## src/hw/rtl/collective_elementwise_reduce_macros.svh

```systemverilog
// Assertion helpers for the elementwise reduce block.
`ifndef COLLECTIVE_ELEMENTWISE_REDUCE_MACROS_SVH
`define COLLECTIVE_ELEMENTWISE_REDUCE_MACROS_SVH

// Same-cycle implication.
`define CER_ASSERT_NOW(label, clk, rst, ante, cons, msg) \
   label: assert property (@(posedge clk) disable iff (rst) (ante) |-> (cons)) \
      else $error(msg);

// Next-cycle implication.
`define CER_ASSERT_NEXT(label, clk, rst, ante, cons, msg) \
   label: assert property (@(posedge clk) disable iff (rst) (ante) |=> (cons)) \
      else $error(msg);

`endif

```

## src/hw/rtl/cer_pkg.sv

```systemverilog
`default_nettype none
package cer_pkg;

   localparam int RANK_W     = 4;
   localparam int IDX_W      = 10;
   localparam int VAL_W      = 64;
   localparam int STAT_W     = 2;
   localparam int DT_W       = 3;
   localparam int MODE_W     = 1;
   localparam int RIU_W      = 5;
   localparam int SLICE_W    = 11;
   localparam int CSR_IDX_W  = 2;
   localparam int CSR_DATA_W = 11;
   localparam int NR_W       = 9;
   localparam int EXT_W      = 17;

   localparam logic [DT_W-1:0] DT_UINT8 = 3'd0;
   localparam logic [DT_W-1:0] DT_INT32 = 3'd1;
   localparam logic [DT_W-1:0] DT_INT64 = 3'd2;
   localparam logic [DT_W-1:0] DT_FP16  = 3'd3;
   localparam logic [DT_W-1:0] DT_FP32  = 3'd4;

   localparam logic [MODE_W-1:0] MODE_SUM = 1'b0;
   localparam logic [MODE_W-1:0] MODE_MAX = 1'b1;

   localparam logic [STAT_W-1:0] ST_OK        = 2'd0;
   localparam logic [STAT_W-1:0] ST_RANGE     = 2'd1;
   localparam logic [STAT_W-1:0] ST_ORDER     = 2'd2;
   localparam logic [STAT_W-1:0] ST_FLOAT_MAX = 2'd3;

   localparam logic [CSR_IDX_W-1:0] CSR_DATA_TYPE   = 2'd0;
   localparam logic [CSR_IDX_W-1:0] CSR_REDUCE_MODE = 2'd1;
   localparam logic [CSR_IDX_W-1:0] CSR_RANKS       = 2'd2;
   localparam logic [CSR_IDX_W-1:0] CSR_SLICE       = 2'd3;

   localparam logic [31:0] QNAN32   = 32'h7fc0_0000;
   localparam logic [31:0] INF32    = 32'h7f80_0000;
   localparam logic [15:0] QNAN16   = 16'h7e00;
   localparam logic [15:0] INF16    = 16'h7c00;
   localparam logic [12:0] HALF_RND = 13'h1000;
   localparam logic [23:0] HIDDEN   = 24'h80_0000;

   // Adder state between alignment and normalize/round.
   typedef struct packed {
      logic        special;
      logic [31:0] special_val;
      logic        sign;
      logic        sub;
      logic [9:0]  ex;
      logic [27:0] rs;
   } fp_mid_type;

   function automatic logic [31:0] half_to_single(input logic [15:0] h);
      logic [31:0] sgn;
      logic [4:0]  e;
      logic [9:0]  f;
      logic [3:0]  p;
      logic [3:0]  sh;
      logic [9:0]  f2;
      logic [7:0]  ub;
      sgn = {h[15], 31'd0};
      e   = h[14:10];
      f   = h[9:0];
      p   = 4'd0;
      for (int i = 0; i < 10; i++) begin
         if (f[i]) p = 4'(i);
      end
      sh = 4'd10 - p;
      f2 = 10'(f << sh);
      ub = 8'd113 - {4'd0, sh};
      if (e == 5'd0) begin
         if (f == 10'd0) return sgn;
         return sgn | {1'b0, ub, f2, 13'd0};
      end
      if (e == 5'h1f) return (f == 10'd0) ? (sgn | INF32) : QNAN32;
      return sgn | {1'b0, 8'({3'd0, e} + 8'd112), f, 13'd0};
   endfunction

   function automatic logic [15:0] single_to_half(input logic [31:0] b);
      logic [15:0] sgn;
      logic [7:0]  e;
      logic [22:0] f;
      int          ub;
      logic [5:0]  he;
      logic [10:0] hf;
      logic [12:0] rem;
      logic [24:0] sig;
      int          sh;
      logic [24:0] srem;
      logic [24:0] half;
      logic [24:0] shf;
      sgn = {b[31], 15'd0};
      e   = b[30:23];
      f   = b[22:0];
      ub  = int'(e) - 127;
      if (e == 8'hff) return (f == 23'd0) ? (sgn | INF16) : QNAN16;
      if (e == 8'd0) return sgn;
      if (ub > 15) return sgn | INF16;
      if (ub >= -14) begin
         he  = 6'(ub + 15);
         hf  = {1'b0, f[22:13]};
         rem = f[12:0];
         if (rem > HALF_RND || (rem == HALF_RND && hf[0])) begin
            hf = hf + 11'd1;
            if (hf == 11'h400) begin
               hf = 11'd0;
               he = he + 6'd1;
               if (he == 6'h1f) return sgn | INF16;
            end
         end
         return sgn | {1'b0, he[4:0], hf[9:0]};
      end
      if (ub < -25) return sgn;
      sig  = {1'b0, HIDDEN | {1'b0, f}};
      sh   = -1 - ub;
      shf  = sig >> sh;
      srem = sig & ((25'd1 << sh) - 25'd1);
      half = 25'd1 << (sh - 1);
      if (srem > half || (srem == half && shf[0])) shf = shf + 25'd1;
      return sgn | shf[15:0];
   endfunction

   // Specials, operand swap, alignment and the significand add.
   function automatic fp_mid_type fp_align(input logic [31:0] l, input logic [31:0] r);
      fp_mid_type  m;
      logic [7:0]  le;
      logic [7:0]  re;
      logic        lz0;
      logic        rz0;
      logic [31:0] a;
      logic [31:0] b;
      logic [7:0]  ae;
      logic [7:0]  be;
      logic [9:0]  bx;
      logic [9:0]  d;
      logic [27:0] as;
      logic [27:0] bs;
      logic [27:0] bsj;
      m   = '0;
      le  = l[30:23];
      re  = r[30:23];
      lz0 = (l[30:0] == 31'd0);
      rz0 = (r[30:0] == 31'd0);
      if ((le == 8'hff && l[22:0] != 23'd0) || (re == 8'hff && r[22:0] != 23'd0)) begin
         m.special     = 1'b1;
         m.special_val = QNAN32;
      end else if (le == 8'hff || re == 8'hff) begin
         m.special = 1'b1;
         if (le == 8'hff && re == 8'hff && (l[31] ^ r[31])) m.special_val = QNAN32;
         else m.special_val = (le == 8'hff) ? l : r;
      end else if (lz0 && rz0) begin
         m.special     = 1'b1;
         m.special_val = {l[31] & r[31], 31'd0};
      end else if (lz0) begin
         m.special     = 1'b1;
         m.special_val = r;
      end else if (rz0) begin
         m.special     = 1'b1;
         m.special_val = l;
      end else begin
         a    = (l[30:0] < r[30:0]) ? r : l;
         b    = (l[30:0] < r[30:0]) ? l : r;
         ae   = a[30:23];
         be   = b[30:23];
         m.ex = (ae == 8'd0) ? 10'd1 : {2'd0, ae};
         bx   = (be == 8'd0) ? 10'd1 : {2'd0, be};
         as   = {1'b0, ae != 8'd0, a[22:0], 3'd0};
         bs   = {1'b0, be != 8'd0, b[22:0], 3'd0};
         d    = m.ex - bx;
         if (d >= 10'd27) bsj = {27'd0, bs != 28'd0};
         else bsj = (bs >> d) | {27'd0, (bs & ((28'd1 << d) - 28'd1)) != 28'd0};
         m.sign = a[31];
         m.sub  = a[31] ^ b[31];
         m.rs   = m.sub ? (as - bsj) : (as + bsj);
         if (m.sub && m.rs == 28'd0) begin
            m.special     = 1'b1;
            m.special_val = 32'd0;
         end
      end
      return m;
   endfunction

   // Normalize and round to nearest even.
   function automatic logic [31:0] fp_finish(input fp_mid_type m);
      logic [27:0] rs;
      logic [9:0]  ex;
      logic [4:0]  p;
      logic [9:0]  lz;
      logic [9:0]  sh;
      logic [24:0] sig;
      logic [2:0]  rb;
      logic [7:0]  ee;
      rs = m.rs;
      ex = m.ex;
      p  = 5'd0;
      if (m.special) return m.special_val;
      if (!m.sub) begin
         if (rs[27]) begin
            rs = (rs >> 1) | {27'd0, rs[0]};
            ex = ex + 10'd1;
         end
      end else begin
         for (int i = 0; i < 27; i++) begin
            if (rs[i]) p = 5'(i);
         end
         lz = 10'd26 - {5'd0, p};
         sh = (lz < ex - 10'd1) ? lz : (ex - 10'd1);
         rs = rs << sh;
         ex = ex - sh;
      end
      sig = {1'b0, rs[26:3]};
      rb  = rs[2:0];
      if (rb > 3'd4 || (rb == 3'd4 && sig[0])) begin
         sig = sig + 25'd1;
         if (sig == 25'h100_0000) begin
            sig = sig >> 1;
            ex  = ex + 10'd1;
         end
      end
      if (ex >= 10'd255) return {m.sign, INF32[30:0]};
      ee = (ex == 10'd1 && sig < {1'b0, HIDDEN}) ? 8'd0 : ex[7:0];
      return {m.sign, ee, sig[22:0]};
   endfunction

endpackage
`default_nettype wire

```

## src/hw/rtl/cer_fp_add.sv

```systemverilog
`default_nettype none
// binary32 add: align/add, registered, then normalize/round.
module cer_fp_add import cer_pkg::*; (
   input  wire logic        clock,
   input  wire logic [31:0] lhs,
   input  wire logic [31:0] rhs,
   output logic      [31:0] sum
);
   fp_mid_type mid_ff;
   fp_mid_type mid_in;

   assign mid_in = fp_align(lhs, rhs);

   always_ff @(posedge clock) begin
      mid_ff <= mid_in;
   end

   assign sum = fp_finish(mid_ff);
endmodule
`default_nettype wire

```

## config.mk

```make
export PLATFORM = sky130hd
export DESIGN_NAME = cer_fp_add
export DESIGN_NICKNAME = d
export VERILOG_FILES = /design/src/hw/rtl/collective_elementwise_reduce_macros.svh /design/src/hw/rtl/cer_pkg.sv /design/src/hw/rtl/cer_fp_add.sv
export SDC_FILE = /design/constraint.sdc
export NUM_CORES = 1
export LEC_CHECK = 0
export ABC_AREA = 1
export BUFFER_PORTS_ARGS = -buffer_cell sky130_fd_sc_hd__buf_2
export CAP_MARGIN = 10
export CORE_MARGIN = 5
export CORE_UTILIZATION = 58
export CTS_CLUSTER_DIAMETER = 40
export DETAILED_ROUTE_END_ITERATION = 12
export PLACE_DENSITY_LB_ADDON = 0.15
export SLEW_MARGIN = 40
export SYNTH_ARGS = -nofsm -noshare
export SYNTH_HDL_FRONTEND = slang
export SYNTH_SLANG_ARGS = --single-unit
```

## constraint.sdc

```tcl
create_clock -name clock -period 10.7 [get_ports clock]
set_clock_uncertainty 0.1 [all_clocks]
set_input_delay 2.14 -clock clock [delete_from_list [all_inputs] [get_ports clock]]
set_output_delay 2.14 -clock clock [all_outputs]
set_load 0.005 [all_outputs]
```

==> results of run 1 <==
## power breakdown
group / internal (uW) / switching (uW) / leakage [uW]
logic: 833 / 1520 / 0.00796
clock network: 207 / 123 / 0.000157
registers: 308 / 78.1 / 0.000586
total: 1350 / 1720 / 0.00871
## area by class of cell
type | instances | area, sq um | area share
clock buffers | 9 | 225 | 0.0133
clock inverters | 7 | 103 | 0.00604
inverters | 351 | 1330 | 0.0783
multi-input cells | 1987 | 11200 | 0.657
flip-flops and latches | 71 | 1420 | 0.0838
well taps | 319 | 399 | 0.0235
repair buffers | 322 | 2350 | 0.138
## through the flow
stage / hold WS (ps) / total power, uW / setup slack (ps)
after floorplan: 2160 / 1790 / 15.3
after global placement: 2340 / 2420 / -145
after detailed placement: 2340 / 2460 / -576
after CTS: 2000 / 2810 / 2.54
after global routing: 2040 / 3290 / -625
final: 2010 / 3070 / -60.4
## worst max path at each step
stage                 end  depth (start not counted)
2_1_floorplan  mid_ff[72]                         70
5_1_grt        mid_ff[72]                         65
3_3_place_gp   mid_ff[72]                         68
4_1_cts           sum[23]                         68
6_report       mid_ff[72]                         69
3_5_place_dp   mid_ff[72]                         66
## worst min-delay path: cells and delay by family
kind	cells	cell delay, ps
AOI/OAI and AO/OA	1	60
buffers and inverters	2	200
## Yosys cell counts, drive strengths merged, types with 2 or more instances
library cell / instances
a211oi: 6
a21boi: 2
a21oi: 157
a31oi: 15
a32oi: 3
and2: 5
buf: 39
clkbuf: 62
clkinv: 7
dfxtp: 71
dlygate4sd1: 2
fa: 3
ha: 111
inv: 344
mux2i: 11
nand2: 706
nand3: 259
nand3b: 5
nand4: 40
nor2: 242
nor3: 46
nor4: 21
o2111ai: 5
o211ai: 11
o21a: 7
o21ai: 196
o21bai: 8
o221a: 2
o221ai: 9
o22ai: 27
o2bb2ai: 2
o31ai: 9
or2: 12
xnor2: 11
xor2: 37
## cell families (layout without fill, tap and decap cells)
| logic type | after synthesis | in the layout | share of synthesized area |
|---|---|---|---|
| fa+ha+maj | 114 | 114 | 0.106 |
| mux | 11 | 11 | 0.00803 |
| flops | 71 | 71 | 0.104 |
| buf+inv | 455 | 689 | 0.135 |
| xor+xnor | 48 | 48 | 0.0306 |
| simple gates | 1337 | 1342 | 0.422 |
| other cells | 1 | 5 | 0.000273 |
| compound gates | 467 | 467 | 0.195 |
## layer usage
layer / vias up / part of all wire / global-route usage
met1: 8226 / 0.37 / 0.461
met2: 1158 / 0.46 / 0.648
met4: 2 / 0.081 / 0.248
met5: - / 0.00023 / 0
met3: 280 / 0.088 / 0.0409
li1: 8718 / - / -
## cell usage in the layout, fill, tap and decap left out, types with 35 or more instances in the layout
cell / n
nor2_1: 214
xor2_1: 35
buf_2: 89
nand2_1: 664
buf_4: 211
o21ai_0: 162
dfxtp_1: 69
nand4_1: 40
nor3_1: 43
ha_1: 102
a21oi_1: 135
nand3_1: 243
inv_1: 312
## repair_timing
| action | CTS | global route |
|---|---|---|
| setup endpoints to repair | 34 | 43 |
| pin swaps | 4 | 80 |
| hold buffers | 0 | 0 |
| buffers inserted | 4 | 49 |
| gates resized for setup | 13 | 186 |
| cloned | 2 | 5 |
==> flow_summary.yaml, run 1 <==
logic_synthesis:
  synth_edf_count: 0
  synth_area_sq_um: 13700
  syn_area_per_cell_sq_um: 5.48
  ys_seq_area_frac: 0.104
  yosys.area.top_type: "nand2_1"
  yosys.area.top_type_share: 0.187
  synthArstFlopShare: 0
  yosys_warnings: 0
  synth_cells: 2504
  netlist_top_cells_area: "nand2_1 (19%), dfxtp_1 (10%), ha_1 (10%), nand3_1 (9.3%), inv_1 (9.0%)"
  synth-seq-cells: 71
  ys_types: 62
  synth_ff_type: "dfxtp_1"
run:
  max-cap-violations: 0
setup_path:
  critPathRequiredTime_ps: 10880
  crit_type: "primary input to register"
  critPathLaunch: "rhs[2]"
  cp-start-kind: "primary input"
  critPathMaxStageDelay_ps: 350
  critPathBufInv: 13
  slowest_stage: "nor4_4"
  crit_path_frequent_cell: "a21oi_2"
  setup.worst_path.end_class: "register"
  cp_top_family: "compound AO/OA/AOI/OAI gates"
  worstPathArrival_ps: 10940
  critPathMaxFanout: 7
sta:
  hold_violations: 0
  setup_viol: 1
  max-slew-margin-rel: 0.275
  setup_slack_ps: -60.4
  fin_crit_ps: 10760
  timing.fmax_mhz: 92.9
  tightest_slew_ps: 1080
  period_share: 1.01
  maxSlewViolCount: 0
  finalSetupTns_ps: -60.4
  rsz0062_at_grt: "true"
drt:
  first_pass_iters: 7
  wl_mm: 55.7
  first_iter_violations: 2481
  drc_errors: 0
  routedWlPerCell_microns: 18.2
  drtAntennaViolNets: 0
  routed_via_density: 6.00
  via_count: 18400
cells_and_area:
  fill_cells: 2095
  n_antenna_cell: 0
  biggestRegsByFlops: "mid_ff: 71 flops"
  area_growth_pct: 23.9
  fin_cells: 3066
  nets: 2921
  largest_register_ffs: 71
  drive_above_1_share: 0.201
  final_core_util: 0.726
  top_register: "mid_ff"
  design_area_sq_um: 17000
placed_design:
  io_buffer_count: 96
  placed_cells: 2991
  gp_congestion: 1.10
  placed_cell_area_sq_um: 15400
  place_hpwl_mm: 43.3
grt:
  grt_pass1_wl_mm: 82.9
  grt_max_degree: 95
  overflow: 0
  grt_use_total: 0.383
  antenna_found_initial: 1
  first_global_vias: 16400
pwr:
  p_leak_uw: 0.00871
  cellPowerDensity_nw_per_um2: 181
  peakVddDrop_v: 0.000115
hold_path:
  whs_endpoint: "mid_ff[59]"
  hp-start: "lhs[19]"
  min-delay-path-class: "primary input to register"
  hold_depth: 3
floorplan:
  ios: 97
  dieArea_sq_um: 26800
  die_x_microns: 164
  initial_core_util: 0.586
  fp.dieH_microns: 164
  fp-row-count: 56
  coreArea_sq_um: 23400
clocking:
  clkSlewWorstSetupHoldPaths_ps: 60
  clockRootBuffer: "clkbuf_16"
  cts_buffer_depth: 2
  cts_tree: "done"
  numCtsBuffers: 9
  cts_max_level: 3
  cts_num_sinks: 71
run_status:
  outcome: "complete, but fails checks"
  violations: "setup timing"
Power figures use the tool's default switching activity.
==> inputs of run 2 (changes only) <==
Settings changed: PLACE_DENSITY set to 0.87, PLACE_DENSITY_LB_ADDON 0.15 to not set.
==> flow_summary.yaml, run 2 (synthesis results as in run 1) <==
run_status:
  outcome: "complete, but fails checks"
  violations: "setup timing"
sta:
  tightest_slew_ps: 955
  timing.fmax_mhz: 92.6
  finalSetupTns_ps: -104
  maxSlewViolCount: 0
  period_share: 1.01
  hold_violations: 0
  setup_slack_ps: -104
  setup_viol: 1
  max-slew-margin-rel: 0.357
  fin_crit_ps: 10800
  rsz0062_at_grt: "true"
cells_and_area:
  area_growth_pct: 23.6
  largest_register_ffs: 71
  layout_common_cells: "nand2_1 (667), inv_1 (314), nand3_1 (250), nor2_1 (218), buf_4 (209)"
  final_common_cell: "nand2_1"
  top_register: "mid_ff"
  biggestRegsByFlops: "mid_ff: 71 flops"
  n_antenna_cell: 0
  fin_cells: 3065
  final_core_util: 0.725
  drive_above_1_share: 0.196
  nets: 2921
placed_design:
  gp_congestion: 1.05
  io_buffer_count: 96
  place_hpwl_mm: 43.5
  placed_cells: 2996
drt:
  routedWlPerCell_microns: 18.8
  routed_via_density: 6.06
  first_pass_iters: 8
  via_count: 18600
  first_iter_violations: 2498
  drtAntennaViolNets: 0
  drc_errors: 0
  wl_mm: 57.7
pwr:
  cellPowerDensity_nw_per_um2: 183
  peakVddDrop_v: 0.0000907
  p_leak_uw: 0.00872
clocking:
  hold_buffers: 0
  numCtsBuffers: 9
  cts_tree: "done"
  cts_buffer_depth: 2
  clkSlewWorstSetupHoldPaths_ps: 60
  clockRootBuffer: "clkbuf_16"
  cts_max_level: 3
  cts_num_sinks: 71
grt:
  grt_max_degree: 95
  overflow: 0
  first_global_vias: 16300
  grt_pass1_wl_mm: 83.6
  grt_use_total: 0.388
  antenna_found_initial: 0
setup_path:
  cp-start-kind: "primary input"
  crit_type: "primary input to register"
  setup.worst_path.end_class: "register"
  crit_path_frequent_cell: "a21oi_2"
  critPathRequiredTime_ps: 10880
  critPathMaxStageDelay_ps: 380
  slowest_stage: "fa_2"
  worstPathArrival_ps: 10980
  critPathMaxFanout: 11
floorplan:
  fp.dieH_microns: 164
  dieArea_sq_um: 26800
  die_x_microns: 164
  fp-row-count: 56
  initial_core_util: 0.586
  ios: 97
  coreArea_sq_um: 23400
run:
  max-cap-violations: 0
hold_path:
  min-delay-path-class: "primary input to register"
run 2: worst max-delay path: cells and delay by family:
kind                     cells  cell delay, ps
XOR/XNOR                     1             190
AND/OR/NAND/NOR             26            2780
multiplexers                 1             120
adder cells (fa/ha/maj)      4            1170
AO/OA/AOI/OAI               21            3490
buffers and inverters       10            1030
run 2: timing repair:
| item | 4_1_cts | 5_1_grt |
|---|---|---|
| gates cloned | 1 | 8 |
| setup buffers | 4 | 41 |
| setup endpoints to repair | 19 | 45 |
| pin swaps | 4 | 73 |
| resized for setup | 6 | 168 |
run 2: cell type report:
class,count,area [sq um]
Timing Repair inverter,1,8.76
Sequential cell,71,1420
Tap cell,319,399
Multi-Input combinational cell,1987,11100
Clock buffer,10,239
Timing Repair Buffer,321,2360
Inverter,351,1340
Fill cell,2031,6450
Clock inverter,5,82.6
run 2: stage by stage:
step / setup WS, ps / hold slack (ps) / power, uW / area (sq um)
6_report: -104 / 2000 / 3100 / 17000
5_1_grt: -559 / 2020 / 3320 / 17000
4_1_cts: 8.27 / 1990 / 2830 / 15900
3_5_place_dp: -591 / 2340 / 2470 / 15500
3_3_place_gp: -171 / 2350 / 2450 / 15500
2_1_floorplan: 15.3 / 2160 / 1790 / 13800
run 2: path summary, 6_finish.rpt:
check / from / to / slack [ps] / depth (start not counted)
setup / recovery: lhs[4] / mid_ff[72] / -100 / 63
hold / removal: lhs[31] / mid_ff[39] / 2000 / 3
run 2: report_power, final:
group          leakage [uW]  internal (uW)  switching [uW]
Combinational       0.00798            847            1540
Sequential         0.000585            308            78.9
Clock              0.000159            210             119
Total               0.00872           1360            1740
run 2: metal layers:
metal / share of wire / GRT usage / up-vias
li1: - / - / 8721
met1: 0.37 / 0.468 / 8322
met2: 0.46 / 0.654 / 1227
met3: 0.094 / 0.0550 / 317
met4: 0.080 / 0.234 / 0
met5: 0 / 0 / -
